--- src/rtl/sbfd_pkg.sv ---
// Shared types and constants for the SBUS frame decoder.
`default_nettype none

package sbfd_pkg;

  localparam int FRAME_LEN = 25;
  localparam int NUM_CH    = 16;
  localparam int CH_BITS   = 11;
  localparam int BYTE_W    = 8;
  localparam int DATA_BITS = NUM_CH * CH_BITS;
  localparam int CNT_W     = 5;
  localparam int IDX_W     = 4;
  localparam int CFG_IDX_W = 2;

  localparam logic [CNT_W-1:0] CNT_FULL = CNT_W'(FRAME_LEN - 1);
  localparam logic [IDX_W-1:0] IDX_LAST = IDX_W'(NUM_CH - 1);

  localparam int FS_BIT = 3;
  localparam int LF_BIT = 2;

  // configuration register indexes
  localparam logic [CFG_IDX_W-1:0] CFG_START = CFG_IDX_W'(0);
  localparam logic [CFG_IDX_W-1:0] CFG_END   = CFG_IDX_W'(1);

  typedef logic [BYTE_W-1:0]    byte_t;
  typedef logic [CH_BITS-1:0]   chan_t;
  typedef logic [DATA_BITS-1:0] frame_bits_t;

  // frame hand-off from the byte window to the burst unit
  typedef struct packed {
    logic load;
    logic failsafe;
    logic lost_frame;
  } frame_ctl_t;

endpackage

`default_nettype wire

--- src/rtl/sbfd_byte_cell.sv ---
// One byte cell of the receive window shift line.
`default_nettype none

module sbfd_byte_cell (
  input  wire             clk,
  input  wire             en,
  input  sbfd_pkg::byte_t din,
  output sbfd_pkg::byte_t q
);
  import sbfd_pkg::*;

  byte_t data;

  always_ff @(posedge clk) begin
    if (en) begin
      data <= din;
    end
  end

  assign q = data;

endmodule

`default_nettype wire

--- src/rtl/sbfd_chan_cell.sv ---
// One channel cell of the output burst chain: parallel load or shift toward channel 0.
`default_nettype none

module sbfd_chan_cell (
  input  wire             clk,
  input  wire             load,
  input  wire             shift,
  input  sbfd_pkg::chan_t load_val,
  input  sbfd_pkg::chan_t nbr,
  output sbfd_pkg::chan_t q
);
  import sbfd_pkg::*;

  chan_t value;

  always_ff @(posedge clk) begin
    if (load) begin
      value <= load_val;
    end else if (shift) begin
      value <= nbr;
    end
  end

  assign q = value;

endmodule

`default_nettype wire

--- src/rtl/sbfd_burst.sv ---
// Output burst unit: 16 channel cells drained one word per handshake.
`default_nettype none

module sbfd_burst (
  input  wire                   clk,
  input  wire                   rst,
  input  sbfd_pkg::frame_ctl_t  ctl,
  input  sbfd_pkg::frame_bits_t frame_bits,
  output logic                  busy,
  output logic [23:0]           m_tdata,
  output logic                  m_tvalid,
  input  wire                   m_tready,
  output logic                  m_tlast
);
  import sbfd_pkg::*;

  chan_t            cell_q [NUM_CH];
  logic [IDX_W-1:0] idx;
  logic             fs;
  logic             lf;
  logic             active;
  logic             take;

  assign take = active && m_tready;

  for (genvar k = 0; k < NUM_CH; k++) begin : g_cell
    chan_t nbr;
    if (k == NUM_CH - 1) begin : g_end
      assign nbr = '0;
    end else begin : g_mid
      assign nbr = cell_q[k+1];
    end
    sbfd_chan_cell u_cell (
      .clk      (clk),
      .load     (ctl.load),
      .shift    (take),
      .load_val (frame_bits[k*CH_BITS +: CH_BITS]),
      .nbr      (nbr),
      .q        (cell_q[k])
    );
  end

  always_ff @(posedge clk) begin
    if (rst) begin
      active <= 1'b0;
      idx    <= '0;
    end else if (ctl.load) begin
      active <= 1'b1;
      idx    <= '0;
    end else if (take) begin
      idx <= idx + IDX_W'(1);
      if (idx == IDX_LAST) begin
        active <= 1'b0;
      end
    end
  end

  always_ff @(posedge clk) begin
    if (ctl.load) begin
      fs <= ctl.failsafe;
      lf <= ctl.lost_frame;
    end
  end

  assign busy     = active;
  assign m_tvalid = active;
  assign m_tlast  = (idx == IDX_LAST);
  assign m_tdata  = {7'd0, lf, fs, cell_q[0], idx};

endmodule

`default_nettype wire

--- src/rtl/sbus_frame_decoder.sv ---
// Top level of the SBUS frame decoder: byte window shift line, frame check, burst out.
//
//  channel  | dir | words                | tdata / tuser / tlast
//  ---------+-----+----------------------+-------------------------------------------
//  s_*      | in  | one received byte    | tdata[7:0] rx_byte
//  m_*      | out | one decoded channel  | tdata[3:0] index, [14:4] value,
//           |     |                      |   [15] failsafe, [16] lost_frame; tlast
//  cfg_*    | in  | register write       | 0 = start byte, 1 = end byte
//
// One byte word per cycle, while s_tready is high, shifts into a 25-cell byte window.
// A byte that completes a valid frame hands the frame to the burst unit,
// which then sends 16 channel words, one per cycle while m_tready is high.
// s_tready drops only when the next byte could complete a frame while the
// previous burst is still draining; otherwise bytes and channel words flow
// together. Reset clears the window count and the burst state; the window
// bytes themselves are never read before being written.
`default_nettype none

module sbus_frame_decoder (
  input  wire        clk,
  input  wire        rst,
  input  wire        s_tvalid,
  output logic       s_tready,
  input  wire  [7:0] s_tdata,   // [7:0] rx_byte
  output logic       m_tvalid,
  input  wire        m_tready,
  output logic [23:0] m_tdata,  // [3:0] channel_index, [14:4] channel_value,
                                // [15] failsafe, [16] lost_frame, [23:17] zero
  output logic       m_tlast,
  input  wire        cfg_we,
  input  wire  [1:0] cfg_addr,
  input  wire  [7:0] cfg_wdata
);
  import sbfd_pkg::*;

  byte_t            start_byte;
  byte_t            end_byte;
  logic [CNT_W-1:0] count;
  logic [CNT_W-1:0] count_next;
  byte_t            win [FRAME_LEN];
  logic             in_take;
  logic             full_step;
  logic             frame_ok;
  logic             busy;
  frame_ctl_t       ctl;
  frame_bits_t      frame_bits;

  // config registers
  always_ff @(posedge clk) begin
    if (rst) begin
      start_byte <= 8'h0F;
      end_byte   <= 8'h00;
    end else if (cfg_we) begin
      case (cfg_addr)
        CFG_START: start_byte <= cfg_wdata;
        CFG_END:   end_byte   <= cfg_wdata;
        default: ;
      endcase
    end
  end

  // a byte arriving with 24 held may complete a frame; hold it off while busy
  assign s_tready = !busy || (count != CNT_FULL);
  assign in_take  = s_tvalid && s_tready;

  // window shift line: cell 0 oldest, new byte enters cell 24
  for (genvar i = 0; i < FRAME_LEN; i++) begin : g_win
    byte_t din;
    if (i == FRAME_LEN - 1) begin : g_tail
      assign din = s_tdata;
    end else begin : g_body
      assign din = win[i+1];
    end
    sbfd_byte_cell u_byte (
      .clk (clk),
      .en  (in_take),
      .din (din),
      .q   (win[i])
    );
  end

  // frame as seen after this shift: byte j sits in cell j+1, byte 24 is the input
  assign full_step = (count == CNT_FULL);
  assign frame_ok  = full_step && (win[1] == start_byte) && (s_tdata == end_byte);

  for (genvar j = 0; j < DATA_BITS / BYTE_W; j++) begin : g_bits
    assign frame_bits[j*BYTE_W +: BYTE_W] = win[j+2];
  end

  assign ctl.load       = in_take && frame_ok;
  assign ctl.failsafe   = win[FRAME_LEN-1][FS_BIT];
  assign ctl.lost_frame = win[FRAME_LEN-1][LF_BIT];

  // failed check drops the oldest byte, so count stays at 24
  always_comb begin
    count_next = count;
    if (in_take) begin
      if (frame_ok) begin
        count_next = '0;
      end else if (!full_step) begin
        count_next = count + CNT_W'(1);
      end
    end
  end

  always_ff @(posedge clk) begin
    if (rst) begin
      count <= '0;
    end else begin
      count <= count_next;
    end
  end

  sbfd_burst u_burst (
    .clk        (clk),
    .rst        (rst),
    .ctl        (ctl),
    .frame_bits (frame_bits),
    .busy       (busy),
    .m_tdata    (m_tdata),
    .m_tvalid   (m_tvalid),
    .m_tready   (m_tready),
    .m_tlast    (m_tlast)
  );

endmodule

`default_nettype wire

--- config.mk ---
export PLATFORM = sky130hd
export DESIGN_NAME = sbus_frame_decoder
export DESIGN_NICKNAME = d
export VERILOG_FILES = /design/src/rtl/sbfd_pkg.sv /design/src/rtl/sbfd_byte_cell.sv /design/src/rtl/sbfd_chan_cell.sv /design/src/rtl/sbfd_burst.sv /design/src/rtl/sbus_frame_decoder.sv
export SDC_FILE = /design/constraint.sdc
export NUM_CORES = 1
export LEC_CHECK = 0
export CAP_MARGIN = 0
export CORE_MARGIN = 2
export CORE_UTILIZATION = 57
export DETAILED_ROUTE_END_ITERATION = 8
export DONT_BUFFER_PORTS = 1
export GPL_ROUTABILITY_DRIVEN = 0
export PLACE_DENSITY = 0.84
export SYNTH_ARGS = -nofsm -noshare
export SYNTH_HDL_FRONTEND = slang
export SYNTH_SLANG_ARGS = --single-unit
--- constraint.sdc ---
create_clock -name clk -period 6.2 [get_ports clk]
set_clock_uncertainty 0.2 [all_clocks]
set_input_delay 0.31 -clock clk [delete_from_list [all_inputs] [get_ports clk]]
set_output_delay 0.31 -clock clk [all_outputs]
set_load 0.02 [all_outputs]
# ---- After elaboration in Yosys (flattened, before gate mapping)
# Cells that the tools add are included.
dict set report op_classes {
  n_reduce_logical 15
  muxes 37
  n_eq_ne 7
  addsub 2
}
# op n
set op_table {}
lappend op_table {{11-bit 2-to-1 mux} 32}
lappend op_table {{8-bit == test} 2}
lappend op_table {{5-bit 2-to-1 mux} 2}
lappend op_table {{2-bit AND reduction} 4}
lappend op_table {{5-bit by 1-bit adder with 5-bit output (second input constant)} 1}
lappend op_table {{5-bit == test (second input constant)} 1}
lappend op_table {{1-bit logical AND} 5}
lappend op_table {{5-bit inequality test (second input constant)} 1}
lappend op_table {{4-bit by 1-bit adder with 4-bit output (second input constant)} 1}
lappend op_table {{4-bit == test (second input constant)} 1}
lappend op_table {{2-bit nonzero test} 2}
lappend op_table {{1-bit 2-to-1 mux} 3}
lappend op_table {{2-bit by 1-bit == test with 1-bit output (second input constant)} 1}
lappend op_table {{2-bit logical NOT} 1}
lappend op_table {{2-bit by 1-bit inequality test with 1-bit output (second input constant)} 1}
lappend op_table {{2-bit OR reduction} 1}
lappend op_table {{1-bit logical NOT} 1}
lappend op_table {{1-bit logical OR} 1}
dict set report word_totals {
  input_bits 23
  regBits 396
  elab_cells 108
  output_inout_bits 27
}

# ---- Longest topological paths before layout
dict set report depth {
  ltp_word 6
  depth_mapped 10
  ltp_nobuf 7
}

# ---- By module
# Synthesis repeated with hierarchy kept, for this count alone.
dict set report unflattened {
  hier_cells 728
  hier_area_um2 15319.7
}
# module n_inst seq_area_each_um2 area_each_um2 cells_per_inst
set by_module_without_submodules {}
lappend by_module_without_submodules {sbfd_chan_cell 16 330.3 505.5 24}
lappend by_module_without_submodules {sbfd_byte_cell 24 240.2 240.2 8}
lappend by_module_without_submodules {sbus_frame_decoder 1 420.4 1107.3 116}
lappend by_module_without_submodules {sbfd_burst 1 160.2 359.1 36}

# ---- Least setup slack after synthesis
# OpenSTA, ideal clock, no wires.
dict set report synth_path {
  kind {register -> register}
  start {register count[0]}
  end {register u_burst.g_cell[0].u_cell.value[0] (enable)}
  path_buffers 3
  slack_ps -138
  path_stages_with_launch 11
  period_less_slack_ps 6338
  setup_time_ps 543
  arrival_ps 5594
  required_ps 5457
  path_cell_list {dfxtp_1 inv_1 ha_1 nand4b_4 nor4_1 nand2_1 or3_1 buf_2 buf_6 buf_6 nand2_1}
}
dict set report synth_via {
  elab_chain_cells 5
  elab_cells_between_ends 8
  classes_between {eq/ne: 2; reduce/logical: 6}
}
# item line_no
set synth_lines {}
lappend synth_lines {{start: declaration} sbus_frame_decoder.sv:38} ;# logic [CNT_W-1:0] count;
lappend synth_lines {{start signal: assignment} sbus_frame_decoder.sv:110} ;# count <= count_next;
lappend synth_lines {{5-bit inequality test or 5-bit == test (tied branches)} {sbus_frame_decoder.sv:63, sbus_frame_decoder.sv:83}}
lappend synth_lines {{1-bit logical OR or 1-bit logical AND (tied branches)} {sbus_frame_decoder.sv:63, sbus_frame_decoder.sv:84}}
lappend synth_lines {{1-bit logical AND (on tied branches)} {sbus_frame_decoder.sv:64, sbus_frame_decoder.sv:84}}
lappend synth_lines {{1-bit logical AND *} sbus_frame_decoder.sv:90} ;# assign ctl.load = in_take && frame_ok;
lappend synth_lines {{2-bit nonzero test (no source line) *} n/a}
lappend synth_lines {{end signal: assignment} sbfd_chan_cell.sv:18} ;# value <= load_val;
lappend synth_lines {{end signal: assignment} sbfd_chan_cell.sv:20} ;# value <= nbr;
lappend synth_lines {{end: declaration} sbfd_chan_cell.sv:14} ;# chan_t value;
# Every way passes the cells marked *; elsewhere a longest branch is shown, timed or not.
# A chain may end at the register's enable or synchronous reset.

# ---- Worst setup path after layout
dict set report layout_path {
  start {register count[0]}
  end {register u_burst.g_cell[13].u_cell.value[3], data pin}
}
dict set report layout_via {
  elab_chain_cells 5
  elab_cells_between_ends 8
  classes_between {eq/ne: 2; mux: 1; reduce/logical: 5}
}
# item line_no
set layout_lines {}
lappend layout_lines {{5-bit inequality test} sbus_frame_decoder.sv:63} ;# assign s_tready = !busy || (count != CNT_FULL);
lappend layout_lines {{1-bit logical OR} sbus_frame_decoder.sv:63}
lappend layout_lines {{net s_tready} sbus_frame_decoder.sv:23} ;# output logic s_tready,
lappend layout_lines {{1-bit logical AND} sbus_frame_decoder.sv:64} ;# assign in_take = s_tvalid && s_tready;
lappend layout_lines {{1-bit logical AND} sbus_frame_decoder.sv:90}
lappend layout_lines {{11-bit 2-to-1 mux} sbfd_chan_cell.sv:17} ;# if (load) begin
lappend layout_lines {{end signal: assignment} sbfd_chan_cell.sv:18}
lappend layout_lines {{end signal: assignment} sbfd_chan_cell.sv:20}
lappend layout_lines {{end: declaration} sbfd_chan_cell.sv:14}
# The timed path passes the listed nets, and every way through them passes these cells.

==> metrics.txt <==
DR WL/cell=21.1 µm; # rows=59; wirelength, routed=23400 µm; Die H=167 µm; clk_lat worst skew=0.51 ns; CP Launch Type=flop; number of global-route vias before repair=6714; Worst Path Required=6.25 ns; Post-Syn Instances=714; crit path max fanout=55; die area=27800 µm²; Clock Root Buffer=clkbuf_16; Setup Viol. Count Final=0; flop and latch count out of synthesis=396; Max Fclk=0.252 GHz; LEAKAGE=6.11 nW; Setup WS post-layout=2.23 ns; most frequent cells in the layout=370 x edfxtp_1, 128 x mux2_4, 37 x mux2_2, 37 x clkbuf_16, 26 x dfxtp_1; CP endpoint kind=flop; Top-Level Pins=50; Setup CP Type=reg2reg; area post-placement=15300 µm²; fin util=0.643; Clock Path Buffers=3; area grow syn2layout=10.8%; Vias=6185; CTS tree=done; fin crit share=0.640; Pwr per Cell Area=319 nW/µm²; Final ANT Viol Nets=0; initial core utilization=0.580; I/O Buffers=0; Seq/Total Area, Yosys=0.772; Syn Area/Cell=21.1 µm²; Synth Flop Type=edfxtp_1; Nets=777; Synthesis Warnings=0; Arrival @ worst endpoint=4.02 ns; unrepaired setup endpoints after global routing=false; VDD IR max=0.000289 V; antenna violations before repair=2; most frequent standard cell in the layout excluding fill and tap cells=edfxtp_1; core area=26000 µm²; met3 WL post-DR=1180 µm; Top Layer Used=met4; post-CTS setup buffers=0; first-pass GRT wire length=36800 µm; Synth Area in Adders=0.00249; hpwl dp=13200 µm; Max-slew headroom=0.233; Fin. Hold Viols=0; pre-CTS WS=2.23 ns; Distinct cells, synth=34; design area=16700 µm²; Slew Viols, Final=0; mux cell area share after synthesis=0.164; EDFF count, synth=370; drt pass-1 iters=4; Fin Setup TNS=0 ns; main combinational cell family by area after synthesis=multiplexers; total of max-cap violations=0; Slew @ Worst Pin=1.14 ns; gr usage total=0.171; GRT Residual Overflow=0; Clock transition at path regs=0.06 ns; simple-gate portion of the synthesized area=0.0237; layout cells sized above 1=0.305; met1 WL=9160 µm; status=complete, no violations; Inserted Clock Buffers=37; # DRC=0; worst min path class=in2reg; via/cell ratio=5.56; largest net degree at the start of global routing=139; compound-cell area share of the yosys netlist=0.00631; H-tree depth=2; Synth async-reset ratio=0; 1st-iter DRT viols=549; xor/xnor share of the synthesized area=0.0116; fin crit period=3.97 ns; DIE WIDTH=167 µm; cell area after synthesis=15100 µm²; clk sinks=396; metal2 WL=12500 µm
[routing by layer]
metal,global-route usage,up-vias
li1,-,2824
met1,0.204,3160
met2,0.303,149
met3,0.0394,52
met4,0.0682,0
met5,0,-
[worst paths after layout]
| kind | from | end | slack [ns] | cells past startpoint |
|---|---|---|---|---|
| max | count[0]$_SDFFE_PP0P_ | u_burst.g_cell[13].u_cell.q[3]$_DFFE_PP_ | 2.23 | 9 |
| min | cfg_addr[1] | start_byte[5]$_SDFFE_PP0P_ | 0.05 | 4 |
| max reg2reg | count[0]$_SDFFE_PP0P_ | u_burst.g_cell[13].u_cell.q[3]$_DFFE_PP_ | 2.23 | 9 |
| min reg2reg | g_win[24].u_byte.q[4]$_DFFE_PP_ | g_win[23].u_byte.q[4]$_DFFE_PP_ | 0.23 | 0 |
[critical path, cell delays in order, from the launching register on]
cell,delay (ns)
dfxtp_1,0.34
inv_1,0.09
ha_1,0.21
nand4b_4,0.17
or2_2,0.39
nand3_1,0.11
or3_4,0.32
buf_4,0.79
buf_4,0.64
mux2_2,0.41
[Yosys cell counts (8+ instances only)]
cell type	number	area share
buf_6	14	0.010
edfxtp_1	370	0.74
nand3_1	8	0.0027
mux2_2	37	0.028
buf_4	9	0.0045
mux2_4	128	0.13
and2_1	11	0.0046
nor2_1	13	0.0032
mux2i_1	13	0.0086
xor2_1	17	0.0099
dfxtp_1	26	0.035
[cell type report]
class / instances / area (µm²)
diodes: 2 / 5.00
multi-input cells: 285 / 3190
repair buffers: 27 / 253
clock inverters: 24 / 251
well taps: 335 / 419
fillers: 1635 / 9290
flip-flops and latches: 396 / 11600
clock buffers: 39 / 933
inverters: 4 / 20.0
[cells by family after synthesis]
group                    count (synthesis)
AO/OA/AOI/OAI                           13
XOR/XNOR                                20
adder cells (fa/ha/maj)                  3
buffers and inverters                   39
flip-flops                             396
multiplexers                           178
other                                    1
AND/OR/NAND/NOR                         64
[flip-flops by register name, summed over array words and instances (netlist names)]
signal and count:
g_win.u_byte.q 192, u_burst.g_cell.u_cell.q 176, end_byte 8, start_byte 8, count 5, u_burst.idx 4
u_burst.busy 1, u_burst.fs 1, u_burst.lf 1
[power by group]
| part | switching, mW | total [mW] | internal (mW) |
|---|---|---|---|
| clock | 0.927 | 2.23 | 1.30 |
| combinational | 0.0490 | 0.0725 | 0.0235 |
| sequential | 0.0469 | 3.04 | 2.99 |
[per-stage QoR]
step / std cells / total power [mW] / hold slack (ns)
2_1_floorplan: 720 / 3.12 / 0.200
3_3_place_gp: 1027 / 3.14 / 0.185
3_5_place_dp: 1027 / 3.15 / 0.190
4_1_cts: 1110 / 5.37 / 0.0259
5_1_grt: 1110 / 5.49 / 0.0495
6_report: 1112 / 5.34 / 0.0477
[repair_timing]
item / in CTS / in global routing
endpoints found under the setup margin: 0 / 0
hold buffers: 20 / 0
endpoints found under the hold margin: 34 / 0
gates resized for setup: 0 / 0
Power figures use the tool's default switching activity.
